`src/design/ucfp_pkg.sv`:
```
// shared types, character codes and sizes for the command frame parser
// no dependencies
package ucfp_pkg;

  localparam int FRAME_LENGTH = 10;
  localparam int CNT_W = $clog2(FRAME_LENGTH + 1);
  localparam int IDX_W = $clog2(FRAME_LENGTH);

  localparam int QUEUE_DEPTH = 2;
  localparam int QPTR_W = (QUEUE_DEPTH > 1) ? $clog2(QUEUE_DEPTH) : 1;
  localparam int QCNT_W = $clog2(QUEUE_DEPTH + 1);

  localparam int REPLY_LENGTH = 43;
  localparam int RIDX_W = $clog2(REPLY_LENGTH);
  localparam int HEAD_LENGTH = 17;
  localparam int HEAD_W = $clog2(HEAD_LENGTH);

  localparam logic [7:0] CH_E = 8'h45;
  localparam logic [7:0] CH_S = 8'h53;
  localparam logic [7:0] CH_P = 8'h50;
  localparam logic [7:0] CH_L = 8'h4C;
  localparam logic [7:0] CH_D = 8'h44;
  localparam logic [7:0] CH_K = 8'h4B;
  localparam logic [7:0] CH_G = 8'h47;
  localparam logic [7:0] CH_J = 8'h4A;
  localparam logic [7:0] CH_Q = 8'h51;
  localparam logic [7:0] CH_F = 8'h46;
  localparam logic [7:0] CH_M = 8'h4D;
  localparam logic [7:0] CH_C = 8'h43;
  localparam logic [7:0] CH_X = 8'h58;
  localparam logic [7:0] CH_0 = 8'h30;
  localparam logic [7:0] CH_1 = 8'h31;
  localparam logic [7:0] CH_2 = 8'h32;
  localparam logic [7:0] CH_3 = 8'h33;
  localparam logic [7:0] CH_DOT = 8'h2E;
  localparam logic [7:0] CH_LF = 8'h0A;

  localparam logic [15:0] TEMP_NEG_BASE = 16'h8000;
  localparam logic [15:0] TEMP_INVALID = 16'hFFFF;

  localparam logic [7:0] REPLY_HEAD [HEAD_LENGTH] = '{
    8'h41, 8'h54, 8'h2B, 8'h43, 8'h49, 8'h50, 8'h53, 8'h45, 8'h4E,
    8'h44, 8'h3D, 8'h30, 8'h2C, 8'h32, 8'h36, 8'h0D, 8'h0A
  };

  typedef enum logic [2:0] {
    FE_IDLE,
    FE_DIV,
    FE_REM,
    FE_HUN,
    FE_SUB,
    FE_TEN,
    FE_ONE
  } fe_state_t;

  typedef struct packed {
    logic            query;
    logic            beep;
    logic [2:0]      led_off;
    logic            relay;
    logic [3:0][7:0] temp;
  } cmd_t;

  typedef struct packed {
    logic push;
    cmd_t cmd;
  } q_wr_t;

  typedef struct packed {
    logic valid;
    cmd_t cmd;
  } q_rd_t;

endpackage

```
`src/design/ucfp_front.sv`:
```
// front end: frame collection, command decode, temperature conversion
// depends on ucfp_pkg
module ucfp_front (
  input  logic           clk,
  input  logic           rst,
  input  logic           in_valid,
  output logic           in_ready,
  input  logic           mode,
  input  logic [7:0]     rx_byte,
  input  logic [15:0]    raw_temperature,
  input  logic           q_full,
  output ucfp_pkg::q_wr_t wr
);
  import ucfp_pkg::*;

  fe_state_t state, state_next;

  logic [7:0]       frame [FRAME_LENGTH];
  logic [7:0]       fnext [FRAME_LENGTH];
  logic [CNT_W-1:0] count, count_inc;
  logic [2:0]       led_off_bits, led_next;
  logic             relay_level, relay_next;
  logic [3:0][7:0]  temp_chars, temp_new;

  logic             accept, byte_acc, temp_acc;
  logic             frame_done, hdr_ok, beep_cmd, query_cmd;

  logic [15:0] t, t_conv, neg, m5n, m5p;
  logic [6:0]  q;
  logic [9:0]  r;
  logic [3:0]  h, tens, ones;
  logic [6:0]  s;
  logic [28:0] prod_q;
  logic [15:0] qk, diff;
  logic [10:0] r0;
  logic [15:0] prod_h;
  logic [9:0]  hk, s_full;
  logic [14:0] prod_t;
  logic [6:0]  tk, ones_full;

  // temperature conversion and digit extraction datapath
  always_comb begin
    neg = ~raw_temperature + 16'd1;
    m5n = 16'(neg * 16'd5);
    m5p = 16'(raw_temperature * 16'd5);
    if (raw_temperature == TEMP_INVALID) begin
      t_conv = TEMP_INVALID;
    end else if (raw_temperature > TEMP_NEG_BASE) begin
      t_conv = TEMP_NEG_BASE + {3'b000, m5n[15:3]};
    end else begin
      t_conv = {3'b000, m5p[15:3]};
    end
    prod_q = 29'(t) * 29'd4194;
    qk = 16'(q) * 16'd1000;
    diff = t - qk;
    r0 = diff[10:0];
    prod_h = 16'(r) * 16'd41;
    hk = 10'(h) * 10'd100;
    s_full = r - hk;
    prod_t = 15'(s) * 15'd205;
    tk = 7'(tens) * 7'd10;
    ones_full = s - tk;
    ones = ones_full[3:0];
    temp_new[0] = CH_0 + {4'b0000, h};
    temp_new[1] = CH_0 + {4'b0000, tens};
    temp_new[2] = CH_DOT;
    temp_new[3] = CH_0 + {4'b0000, ones};
  end

  // frame decode on the frame as it stands after this byte
  always_comb begin
    for (int i = 0; i < FRAME_LENGTH; i++) begin
      fnext[i] = (count[IDX_W-1:0] == IDX_W'(i)) ? rx_byte : frame[i];
    end
    count_inc = count + CNT_W'(1);
    frame_done = (fnext[0] == CH_E) && (count_inc == CNT_W'(FRAME_LENGTH));
    hdr_ok = frame_done && fnext[1] == CH_S && fnext[2] == CH_P;
    led_next = led_off_bits;
    if (hdr_ok && fnext[4] == CH_L && fnext[5] == CH_E && fnext[6] == CH_D) begin
      for (int i = 0; i < 3; i++) begin
        if (fnext[7] == CH_1 + 8'(i)) begin
          if (fnext[3] == CH_K) begin
            led_next[i] = 1'b0;
          end else if (fnext[3] == CH_G) begin
            led_next[i] = 1'b1;
          end
        end
      end
    end
    relay_next = relay_level;
    if (hdr_ok && fnext[4] == CH_J && fnext[5] == CH_D && fnext[6] == CH_Q &&
        fnext[7] == CH_1) begin
      if (fnext[3] == CH_K) begin
        relay_next = 1'b1;
      end else if (fnext[3] == CH_G) begin
        relay_next = 1'b0;
      end
    end
    beep_cmd = hdr_ok && fnext[3] == CH_F && fnext[4] == CH_M && fnext[5] == CH_Q &&
               fnext[6] == CH_C && fnext[7] == CH_S;
    query_cmd = hdr_ok && fnext[3] == CH_C && fnext[4] == CH_X && fnext[5] == CH_S &&
                fnext[6] == CH_J;
  end

  always_comb begin
    state_next = state;
    unique case (state)
      FE_IDLE: begin
        if (in_valid && in_ready && mode) begin
          state_next = FE_DIV;
        end
      end
      FE_DIV: state_next = FE_REM;
      FE_REM: state_next = FE_HUN;
      FE_HUN: state_next = FE_SUB;
      FE_SUB: state_next = FE_TEN;
      FE_TEN: state_next = FE_ONE;
      FE_ONE: begin
        if (!q_full) begin
          state_next = FE_IDLE;
        end
      end
      default: state_next = FE_IDLE;
    endcase
  end

  always_comb begin
    in_ready = 1'b0;
    wr.push = 1'b0;
    wr.cmd.query = 1'b0;
    wr.cmd.beep = 1'b0;
    wr.cmd.led_off = led_off_bits;
    wr.cmd.relay = relay_level;
    wr.cmd.temp = temp_chars;
    unique case (state)
      FE_IDLE: begin
        in_ready = !q_full;
        wr.push = in_valid && !q_full && !mode;
        wr.cmd.query = query_cmd;
        wr.cmd.beep = beep_cmd;
        wr.cmd.led_off = led_next;
        wr.cmd.relay = relay_next;
      end
      FE_ONE: begin
        wr.push = !q_full;
        wr.cmd.temp = temp_new;
      end
      default: begin
        in_ready = 1'b0;
      end
    endcase
  end

  assign accept = in_valid && in_ready;
  assign byte_acc = accept && !mode;
  assign temp_acc = accept && mode;

  always_ff @(posedge clk) begin
    if (rst) begin
      state <= FE_IDLE;
      count <= '0;
      led_off_bits <= 3'b111;
      relay_level <= 1'b0;
      temp_chars <= '0;
    end else begin
      state <= state_next;
      if (byte_acc) begin
        if (fnext[0] != CH_E || frame_done) begin
          count <= '0;
        end else begin
          count <= count_inc;
        end
        led_off_bits <= led_next;
        relay_level <= relay_next;
      end
      if (state == FE_ONE && !q_full) begin
        temp_chars <= temp_new;
      end
    end
  end

  always_ff @(posedge clk) begin
    if (byte_acc) begin
      frame[count[IDX_W-1:0]] <= rx_byte;
    end
    if (temp_acc) begin
      t <= t_conv;
    end
    if (state == FE_DIV) begin
      q <= prod_q[28:22];
    end
    if (state == FE_REM) begin
      r <= (r0 >= 11'd1000) ? 10'(r0 - 11'd1000) : r0[9:0];
    end
    if (state == FE_HUN) begin
      h <= prod_h[15:12];
    end
    if (state == FE_SUB) begin
      s <= s_full[6:0];
    end
    if (state == FE_TEN) begin
      tens <= prod_t[14:11];
    end
  end

endmodule

```
`src/design/ucfp_queue.sv`:
```
// short command queue between front and back ends
// depends on ucfp_pkg
module ucfp_queue (
  input  logic            clk,
  input  logic            rst,
  input  ucfp_pkg::q_wr_t wr,
  output logic            full,
  output ucfp_pkg::q_rd_t rd,
  input  logic            pop
);
  import ucfp_pkg::*;

  cmd_t              slots [QUEUE_DEPTH];
  logic [QPTR_W-1:0] wptr, rptr;
  logic [QCNT_W-1:0] used;
  logic              do_push, do_pop;

  assign full = (used == QCNT_W'(QUEUE_DEPTH));
  assign rd.valid = (used != '0);
  assign rd.cmd = slots[rptr];
  assign do_push = wr.push && !full;
  assign do_pop = pop && rd.valid;

  always_ff @(posedge clk) begin
    if (rst) begin
      wptr <= '0;
      rptr <= '0;
      used <= '0;
    end else begin
      if (do_push) begin
        wptr <= (wptr == QPTR_W'(QUEUE_DEPTH - 1)) ? '0 : wptr + QPTR_W'(1);
      end
      if (do_pop) begin
        rptr <= (rptr == QPTR_W'(QUEUE_DEPTH - 1)) ? '0 : rptr + QPTR_W'(1);
      end
      if (do_push && !do_pop) begin
        used <= used + QCNT_W'(1);
      end else if (do_pop && !do_push) begin
        used <= used - QCNT_W'(1);
      end
    end
  end

  always_ff @(posedge clk) begin
    if (do_push) begin
      slots[wptr] <= wr.cmd;
    end
  end

endmodule

```
`src/design/ucfp_back.sv`:
```
// back end: status result or reply byte sequencer
// depends on ucfp_pkg
module ucfp_back (
  input  logic            clk,
  input  logic            rst,
  input  ucfp_pkg::q_rd_t rd,
  output logic            pop,
  output logic            out_valid,
  input  logic            out_ready,
  output logic [7:0]      reply_byte,
  output logic            reply_valid,
  output logic            last,
  output logic [2:0]      led_off,
  output logic            relay_on,
  output logic            beep_request
);
  import ucfp_pkg::*;

  cmd_t              cur;
  logic              busy;
  logic [RIDX_W-1:0] idx;
  logic              done;
  logic [7:0]        ch;

  always_comb begin
    ch = 8'h00;
    if (idx < RIDX_W'(HEAD_LENGTH)) begin
      ch = REPLY_HEAD[idx[HEAD_W-1:0]];
    end else begin
      unique case (idx)
        6'd17, 6'd41:               ch = CH_E;
        6'd18, 6'd40:               ch = CH_S;
        6'd19, 6'd39:               ch = CH_P;
        6'd20, 6'd25, 6'd30:        ch = CH_L;
        6'd21, 6'd26, 6'd31:        ch = CH_E;
        6'd22, 6'd27, 6'd32:        ch = CH_D;
        6'd23:                      ch = CH_1;
        6'd28:                      ch = CH_2;
        6'd33:                      ch = CH_3;
        6'd24:                      ch = cur.led_off[0] ? CH_G : CH_K;
        6'd29:                      ch = cur.led_off[1] ? CH_G : CH_K;
        6'd34:                      ch = cur.led_off[2] ? CH_G : CH_K;
        6'd35:                      ch = cur.temp[0];
        6'd36:                      ch = cur.temp[1];
        6'd37:                      ch = cur.temp[2];
        6'd38:                      ch = cur.temp[3];
        6'd42:                      ch = CH_LF;
        default:                    ch = 8'h00;
      endcase
    end
  end

  assign out_valid = busy;
  assign reply_valid = cur.query;
  assign reply_byte = cur.query ? ch : 8'h00;
  assign last = !cur.query || (idx == RIDX_W'(REPLY_LENGTH - 1));
  assign led_off = cur.led_off;
  assign relay_on = cur.relay;
  assign beep_request = cur.beep;
  assign done = busy && out_ready && last;
  assign pop = rd.valid && (!busy || done);

  always_ff @(posedge clk) begin
    if (rst) begin
      busy <= 1'b0;
      idx <= '0;
    end else begin
      if (pop) begin
        busy <= 1'b1;
        idx <= '0;
      end else if (done) begin
        busy <= 1'b0;
      end else if (busy && out_ready) begin
        idx <= idx + RIDX_W'(1);
      end
    end
  end

  always_ff @(posedge clk) begin
    if (pop) begin
      cur <= rd.cmd;
    end
  end

endmodule

```
`src/design/uart_command_frame_parser.sv`:
```
// top level of the serial command frame parser
// depends on ucfp_pkg, ucfp_front, ucfp_queue, ucfp_back
//
//  channel | handshake            | fields
//  in      | in_valid / in_ready  | mode, rx_byte, raw_temperature
//  out     | out_valid / out_ready| reply_byte, reply_valid, last, led_off,
//          |                      | relay_on, beep_request
//
// a serial byte transaction is taken back to back while the command queue has room
// after a temperature transaction, in_ready is low in digit extraction states FE_DIV,
// FE_REM, FE_HUN, FE_SUB, FE_TEN, FE_ONE, and longer while the command queue is full
// the back end gives one result per out_ready cycle: 1 for status, 43 per query reply
// a two-entry command queue lets input and output stall independently
// synchronous active-high reset, no clearing pass
module uart_command_frame_parser (
  input  logic        clk,
  input  logic        rst,
  input  logic        in_valid,
  output logic        in_ready,
  input  logic        mode,
  input  logic [7:0]  rx_byte,
  input  logic [15:0] raw_temperature,
  output logic        out_valid,
  input  logic        out_ready,
  output logic [7:0]  reply_byte,
  output logic        reply_valid,
  output logic        last,
  output logic [2:0]  led_off,
  output logic        relay_on,
  output logic        beep_request
);
  import ucfp_pkg::*;

  q_wr_t wr;
  q_rd_t rd;
  logic  q_full;
  logic  pop;

  ucfp_front u_front (
    .clk             (clk),
    .rst             (rst),
    .in_valid        (in_valid),
    .in_ready        (in_ready),
    .mode            (mode),
    .rx_byte         (rx_byte),
    .raw_temperature (raw_temperature),
    .q_full          (q_full),
    .wr              (wr)
  );

  ucfp_queue u_queue (
    .clk  (clk),
    .rst  (rst),
    .wr   (wr),
    .full (q_full),
    .rd   (rd),
    .pop  (pop)
  );

  ucfp_back u_back (
    .clk          (clk),
    .rst          (rst),
    .rd           (rd),
    .pop          (pop),
    .out_valid    (out_valid),
    .out_ready    (out_ready),
    .reply_byte   (reply_byte),
    .reply_valid  (reply_valid),
    .last         (last),
    .led_off      (led_off),
    .relay_on     (relay_on),
    .beep_request (beep_request)
  );

endmodule

```
`config.mk`:
```
export PLATFORM = sky130hd
export DESIGN_NAME = uart_command_frame_parser
export DESIGN_NICKNAME = d
export VERILOG_FILES = /design/src/design/ucfp_pkg.sv /design/src/design/ucfp_front.sv /design/src/design/ucfp_queue.sv /design/src/design/ucfp_back.sv /design/src/design/uart_command_frame_parser.sv
export SDC_FILE = /design/constraint.sdc
export NUM_CORES = 1
export LEC_CHECK = 0
export BUFFER_PORTS_ARGS = -buffer_cell sky130_fd_sc_hd__buf_2
export CAP_MARGIN = 10
export CORE_AREA = 2 2 152 154
export DETAILED_ROUTE_END_ITERATION = 16
export DIE_AREA = 0 0 154 156
export GPL_TIMING_DRIVEN = 0
export PLACE_DENSITY = 0.9
export SYNTH_ARGS = -nofsm -noshare
export SYNTH_HDL_FRONTEND = slang
export SYNTH_SLANG_ARGS = --single-unit
```
`constraint.sdc`:
```
create_clock -name clk -period 9.9 [get_ports clk]
set_input_delay 1.98 -clock clk [delete_from_list [all_inputs] [get_ports clk]]
set_output_delay 1.98 -clock clk [all_outputs]
set_load 0.02 [all_outputs]
```
After elaboration in Yosys (flattened, before gate mapping)
Memories as Yosys holds them, arrays and structs flattened. A register that Yosys moved wholly into a read port is not among the register bits.
Cells that the tools add are included.

storage, ports and cells
  bits in registers = 95
  bits in latches = 0
  bits in writable memories = 156
  memory bits (read-only) = 256
  bits of input ports = 29
  output and inout bits = 17
  logic and storage cells = 223
  memories = 3

cells by class
  $add $sub $neg = 15
  $mul = 8
  div/mod/pow operators = 0
  order comparisons = 4
  equal/unequal tests = 68
  shift-type cells = 0
  muxes and demuxes = 49
  bitwise operators = 3
  reduce and logical (&&, ||, !) cells = 54

memory list
  memory            words  bits a word  read ports  clocked after memory_dff  wr ports  RTL line          text
  (name not given)  32     8            1           0                         0         ucfp_back.sv:28   ch = REPLY_HEAD[idx[HEAD_W-1:0]];
  u_front.frame     10     8            8           0                         1         ucfp_front.sv:18  logic [7:0] frame [FRAME_LENGTH];
  u_queue.slots     2      38           1           1                         1         ucfp_queue.sv:13  cmd_t slots [QUEUE_DEPTH];

operator list
  operator                count
  $eq 8x7->1 const B      20
  $pmux 8 s16             1
  $mux 8                  12
  $eq 6x5->1 const B      15
  $eq 6x6->1 const B      11
  $logic_and 1x1->1       32
  $mul 16x3->16 const B   2
  $mux 32                 1
  $mul 16x12->28 const B  1
  $eq 8x6->1 const B      3
  $add 6x4->7 const A     3
  $mux 1                  21
  $pmux 3 s7              1
  $add 16x1->16 const B   1
  $add 16x13->16 const A  1
  $eq 16x16->1 const B    1
  $eq 4x3->1 const B      4
  $gt 16x16->1 const B    1
  $mul 10x6->16 const B   1
  $mux 16                 1
  $mux 4                  4
  $not 16->16             1
  $mul 7x8->15 const B    1
  $ge 11x10->1 const B    1
  other kinds (40)        61

Logic depth before layout (Yosys ltp)
  depth in word-level cells = 12
  gate-level depth with buffers = 18
  depth with buffers taken out = 18

Hierarchy
From an unflattened synthesis, not the netlist that was laid out.

unflattened totals
  cell total of the unflattened synthesis = 1564
  area total of the unflattened synthesis = 17655.7 µm²

modules (own cells, without submodules)
  module      instances  cells an instance  area an instance (µm²)  seq. area each (µm²)
  ucfp_front  1          1205               12263.0                 3813.7
  ucfp_queue  1          143                2957.8                  2382.3
  ucfp_back   1          216                2434.8                  1281.2

Worst setup path before layout
Ideal clock, no wire load.

  kind = register to register
  from = register u_front.q[0]
  to = register u_front.r[5] (data pin)
  setup time = 0.256 ns
  arrival time = 4.866 ns
  data required time = 9.644 ns
  path slack = 4.778 ns
  stages on the path, launching flop included = 19
  path buffers = 0
  clock period less this slack = 5.122 ns
  cell sequence = edfxtp_1 > fa_1 > inv_1 > fa_1 > inv_1 > fa_1 > inv_1 > fa_1 > inv_1 > ha_1 > xor2_1 > ha_1 > or3b_2 > o211ai_1 > a311oi_1 > nor4_1 > a21oi_1 > o21ai_0 > nand2_1

between the ends
  word-level cells in the longest chain between the ends = 4
  elaborated cells on any way between the ends = 5
  those cells by class = add/sub (2); mul (1); order compare (1); mux (1)

ends and longest elaborated chain
  element                                                RTL line           text
  start, declared                                        ucfp_front.sv:29   logic [6:0] q;
  start signal, assigned                                 ucfp_front.sv:190  q <= prod_q[28:22];
  $mul 7x7->8 (*)                                        ucfp_front.sv:54   qk = 16'(q) * 16'd1000;
  $sub 11x11->11 (*)                                     ucfp_front.sv:55   diff = t - qk;
  $sub 10x10->10 / $ge 11x10->1 (equally long branches)  ucfp_front.sv:193  r <= (r0 >= 11'd1000) ? 10'(r0 - 11'd1000) : r0[9:0];
  $mux 10 (*)                                            ucfp_front.sv:193
  end signal, assigned                                   ucfp_front.sv:193
  end, declared                                          ucfp_front.sv:30   logic [9:0] r;

Every way passes the cells marked *; elsewhere a longest branch is shown, timed or not.
A chain may end at the register's enable or synchronous reset.

Final worst setup path
Ends and elaborated chain as after synthesis.

==> flow_summary.html <==
<table>
<tr><th>Metric</th><th>Value</th></tr>
<tr><th colspan="2">Timing</th></tr>
<tr><td>Worst slew margin relative to its limit</td><td>0.294</td></tr>
<tr><td>Hold Violations, Final</td><td>0</td></tr>
<tr><td>Final worst-path cycle share</td><td>0.582</td></tr>
<tr><td>Total Neg Setup Slack</td><td>0 ns</td></tr>
<tr><td>Highest achievable clock rate</td><td>174 MHz</td></tr>
<tr><td>Post-layout minimum cycle time</td><td>5.76 ns</td></tr>
<tr><td>Worst Hold Margin</td><td>0.458 ns</td></tr>
<tr><td>Maximum clock skew at final layout</td><td>0.0130 ns</td></tr>
<tr><td>Final-report max-slew violation count</td><td>0</td></tr>
<tr><td>Least-Margin Pin Slew</td><td>1.06 ns</td></tr>
<tr><td>Final number of setup-violating endpoints</td><td>0</td></tr>
<tr><td>Setup repair after global routing missed its margin</td><td>no</td></tr>
<tr><th colspan="2">Placed design</th></tr>
<tr><td>Post-Place Cell Area</td><td>15900 um2</td></tr>
<tr><td>Cell count after placement</td><td>1761</td></tr>
<tr><td>Last weighted congestion value of the routability-driven placer</td><td>0.915</td></tr>
<tr><td>DP Wirelength</td><td>24700 um</td></tr>
<tr><td>Port-buffer cells</td><td>44</td></tr>
<tr><th colspan="2">Synth</th></tr>
<tr><td>Number of flip-flops and latches in the synthesized netlist</td><td>203</td></tr>
<tr><td>Syn Inst Count</td><td>1430</td></tr>
<tr><td>Yosys cell types</td><td>85</td></tr>
<tr><td>Share of flip-flops with an asynchronous set or reset after synthesis</td><td>0</td></tr>
<tr><td>Simple-gate share of the synthesized area</td><td>0.130</td></tr>
<tr><td>Multiplexer fraction of the synthesized cell area</td><td>0.0357</td></tr>
<tr><td>Post-Synthesis Net Count</td><td>1739</td></tr>
<tr><td>Top post-synthesis cells by area</td><td>edfxtp_1, ha_1, fa_1</td></tr>
<tr><td>Adder-cell share of the synthesized area</td><td>0.250</td></tr>
<tr><td>Combinational family with the most area after synthesis</td><td>adder cells</td></tr>
<tr><td>Primary flip-flop cell chosen by synthesis mapping</td><td>edfxtp_1</td></tr>
<tr><td>Share of the synthesized netlist area taken by xor and xnor gates</td><td>0.0471</td></tr>
<tr><td>Compound-gate portion of the synthesized area</td><td>0.107</td></tr>
<tr><td>Area share of the largest cell type after synthesis</td><td>0.330</td></tr>
<tr><td>Yosys Warn Count</td><td>0</td></tr>
<tr><td>Dominant cell by count in the synthesized netlist</td><td>ha_1</td></tr>
<tr><td>Synth area leader</td><td>edfxtp_1</td></tr>
<tr><td>Count of flip-flops with a built-in enable after synthesis</td><td>168</td></tr>
<tr><td>Share of the yosys chip area belonging to registers</td><td>0.376</td></tr>
<tr><td>Average size of a mapped cell</td><td>10.7 um2</td></tr>
<tr><td>Post-synthesis instance area</td><td>15300 um2</td></tr>
<tr><td>Most numerous cell types in the synthesized netlist</td><td>ha_1, edfxtp_1, inv_1, nor2_1, nand2_1</td></tr>
<tr><th colspan="2">Global route</th></tr>
<tr><td>Initial antenna violation count</td><td>0</td></tr>
<tr><td>First-pass GRT wire length</td><td>55400 um</td></tr>
<tr><td>GR Util All Layers</td><td>0.283</td></tr>
<tr><td>Total congestion overflow</td><td>0</td></tr>
<tr><td>Pin count of the biggest net entering global routing</td><td>21</td></tr>
<tr><td>Number of global-route vias before repair</td><td>11.6k</td></tr>
<tr><th colspan="2">Setup path</th></tr>
<tr><td>Arr. time, crit path</td><td>6.00 ns</td></tr>
<tr><td>Delay-heaviest family, CP</td><td>adder cells</td></tr>
<tr><td>Slowest stage cell, crit path</td><td>fa_1</td></tr>
<tr><td>Number of buffer and inverter stages on the critical path</td><td>4</td></tr>
<tr><td>Required @ worst endpoint</td><td>10.14 ns</td></tr>
<tr><td>Maximum single-stage delay on the critical path</td><td>0.64 ns</td></tr>
<tr><td>Endpoint class of the critical path</td><td>flip-flop</td></tr>
<tr><td>WP depth</td><td>18</td></tr>
<tr><td>Worst reg-to-reg path cell count</td><td>18</td></tr>
<tr><td>Worst R2R Setup Slack</td><td>4.14 ns</td></tr>
<tr><td>Critical Path Source Type</td><td>flip-flop</td></tr>
<tr><td>CP Max Fanout</td><td>6</td></tr>
<tr><td>RR Endpoint</td><td>u_front.r[5]</td></tr>
<tr><td>Worst setup path startpoint</td><td>u_front.q[0]</td></tr>
<tr><td>Setup Crit Path Kind</td><td>flip-flop to flip-flop</td></tr>
<tr><td>Ordered cell list for the critical path</td><td>fa_1 &gt; inv_1 &gt; fa_1 &gt; inv_1 &gt; fa_1 &gt; inv_1 &gt; fa_1 &gt; inv_1 &gt; ha_1 &gt; xor2_1 &gt; ha_1 &gt; or3b_2 &gt; o211ai_1 &gt; a311oi_1 &gt; nor4_1 &gt; a21oi_1 &gt; o21ai_0 &gt; nand2_1</td></tr>
<tr><td>Launching point of the worst reg2reg path</td><td>u_front.q[0]</td></tr>
<tr><th colspan="2">Final layout</th></tr>
<tr><td>Antenna diode instance count</td><td>0</td></tr>
<tr><td>Multi-input logic area</td><td>8710 um2</td></tr>
<tr><td>Fin nets</td><td>1810</td></tr>
<tr><td>Post-layout instance count excluding filler cells</td><td>1802</td></tr>
<tr><td>Area used by sequential logic in the layout</td><td>5750 um2</td></tr>
<tr><td>P&amp;R area growth vs syn</td><td>8.83%</td></tr>
<tr><td>Share of cells above drive strength 1</td><td>0.109</td></tr>
<tr><td>Fill count</td><td>1398</td></tr>
<tr><td>Area of all placed cells without fillers</td><td>16600 um2</td></tr>
<tr><th colspan="2">Detailed routing</th></tr>
<tr><td>Number of antenna-violating nets in the routed design</td><td>0</td></tr>
<tr><td>Total DRC errors in the routed layout</td><td>0</td></tr>
<tr><td>Violation count after the first detailed-route iteration</td><td>791</td></tr>
<tr><td>Vias per Instance</td><td>6.22</td></tr>
<tr><td>Total number of vias</td><td>11.2k</td></tr>
<tr><td>Detailed Route WL</td><td>33300 um</td></tr>
<tr><td>Post-DR wirelength/cell</td><td>18.5 um</td></tr>
<tr><td>Number of optimization iterations in the first detailed-route pass</td><td>5</td></tr>
<tr><th colspan="2">Clock network</th></tr>
<tr><td>Cts bufs inserted</td><td>23</td></tr>
<tr><td>Number of post-CTS setup repair buffers</td><td>0</td></tr>
<tr><td>Gates resized, CTS repair</td><td>0</td></tr>
<tr><td>CTS Buffer Depth</td><td>3</td></tr>
<tr><td>TritonCTS clock tree</td><td>done</td></tr>
<tr><td>Clock-pin slew of the registers on the worst-case setup and hold paths</td><td>0.06 ns</td></tr>
<tr><td>Clk Tree Root Cell</td><td>clkbuf_16</td></tr>
<tr><td>H-tree lvl count</td><td>1</td></tr>
<tr><td>Clock latency at the later pin of the worst-skew pair</td><td>0.51 ns</td></tr>
<tr><td>Number of hold buffers added after CTS</td><td>0</td></tr>
<tr><td>Number of clock sinks</td><td>203</td></tr>
<tr><th colspan="2">Worst hold path</th></tr>
<tr><td>Endpoint of the worst hold-timing path</td><td>u_front.temp_chars[1]</td></tr>
<tr><td>Hold path start</td><td>u_front.temp_chars[1]</td></tr>
<tr><td>Hold WC Path Type</td><td>flip-flop to flip-flop</td></tr>
<tr><td>Hold path depth</td><td>2</td></tr>
<tr><th colspan="2">Floorplan</th></tr>
<tr><td>Row Count</td><td>55</td></tr>
<tr><td>Starting utilization of the core area</td><td>0.684</td></tr>
<tr><td>Area of the placeable core</td><td>22400 um2</td></tr>
<tr><td>I/O Pins</td><td>46</td></tr>
<tr><td>Floorplan die width</td><td>154 um</td></tr>
<tr><td>Die area</td><td>24000 um2</td></tr>
<tr><td>Floorplan die height</td><td>156 um</td></tr>
<tr><th colspan="2">Pwr</th></tr>
<tr><td>Sequential group share of total power</td><td>0.277</td></tr>
<tr><td>Clock share of power</td><td>0.194</td></tr>
<tr><td>Fraction of power spent switching nets</td><td>0.398</td></tr>
<tr><td>Cell internal power dissipation</td><td>2.54 mW</td></tr>
<tr><td>Maximum resistive drop on vdd</td><td>335 uV</td></tr>
<tr><td>Comb power frac</td><td>0.528</td></tr>
<tr><td>Power per standard cell area</td><td>254 nW/um2</td></tr>
<tr><td>Cell leakage power</td><td>7.22 nW</td></tr>
<tr><td>Switch Pwr</td><td>1.68 mW</td></tr>
<tr><th colspan="2">Outcome</th></tr>
<tr><td>Status</td><td>complete, no violations</td></tr>
<tr><th colspan="2">Flow run</th></tr>
<tr><td>Max-cap violation count</td><td>0</td></tr>
</table>
[flip-flops by register name, indices dropped and copies added (netlist names), 4 cells and up]
name / count
u_front.s: 7
u_front.r: 10
u_front.frame: 64
u_front.h: 4
u_front.tens: 4
u_front.count: 4
u_back.idx: 6
u_front.t: 15
u_front.temp_chars: 13
u_queue.slots: 38
u_back.cur: 13
u_front.q: 7
[metal layers]
layer | wire, um | vias to the layer above | track usage | share of wire
met5 | 0 | - | 0 | 0
met4 | 1150 | 0 | 0.105 | 0.035
met3 | 1800 | 112 | 0.0361 | 0.054
met2 | 17200 | 364 | 0.530 | 0.52
met1 | 13200 | 5425 | 0.333 | 0.40
li1 | - | 5304 | - | -
[through the flow]
| step | power (mW) | worst slack, ns | utilization |
|---|---|---|---|
| global placement | 3.19 | 4.44 | 0.709 |
| finish | 4.22 | 4.14 | 0.744 |
| floorplan | 2.83 | 4.78 | - |
| detailed placement | 3.35 | 4.25 | 0.711 |
| CTS | 4.20 | 4.16 | 0.744 |
| global route | 4.55 | 3.88 | 0.744 |
[placed cells by master, fill, tap and decap left out, drive strengths merged, types with 6 or more instances in the layout]
cell type,n
nand2b,13
or2,8
a31oi,6
dfxtp,35
o21a,12
a211o,6
inv,160
mux2i,14
nor2,86
xnor2,49
ha,238
a21oi,68
and3,12
nand2,83
a22oi,14
xor2,28
clkbuf,68
clkinv,7
nand4,11
nor2b,19
a21o,16
or3b,7
o21ai,46
nand3b,15
nor4,8
o211ai,8
nand3,25
nor3b,9
mux2,32
fa,42
and2,12
nor3,24
buf,59
o31ai,7
a211oi,13
edfxtp,168
[power by group through the flow]
stage / Combinational [mW] / Clock [mW] / Sequential [mW]
floorplan: 1.67 / 0 / 1.17
global placement: 2.00 / 0 / 1.18
detailed placement: 2.16 / 0 / 1.19
CTS: 2.22 / 0.819 / 1.17
global route: 2.51 / 0.855 / 1.18
finish: 2.23 / 0.820 / 1.17
[worst min-delay path: stages (launching register included)]
cell     delay, ns
dfxtp_1       0.31
nand2_1       0.05
a21oi_1       0.05
[worst max path at each step]
stage / end / slack (ns)
6_report: u_front.r[5] / 4.14
5_1_grt: u_front.r[5] / 3.88
4_1_cts: u_front.r[5] / 4.16
3_5_place_dp: u_front.r[5] / 4.25
3_3_place_gp: u_front.t[12] / 4.44
2_1_floorplan: u_front.r[5] / 4.78
[cell families (layout without fill, tap and decap cells)]
logic type / count (synthesis) / in the layout
adders and majority gates: 280 / 280
buffers and inverters: 207 / 294
muxes: 48 / 48
AOI/OAI and AO/OA: 246 / 246
and+or+nand+nor: 366 / 366
other: 1 / 1
DFF: 203 / 203
xor gates and xnor gates: 79 / 79
[cell type report]
class                      instances  share of cell area
inverter                         158              0.0356
timing repair buffer              46              0.0148
clock buffer                      32              0.0410
tap                              285              0.0214
multi-input combinational       1020               0.524
sequential                       203               0.345
buffer                            49              0.0147
clock inverter                     9             0.00346
Note: power is estimated with default switching activity, not from simulation.
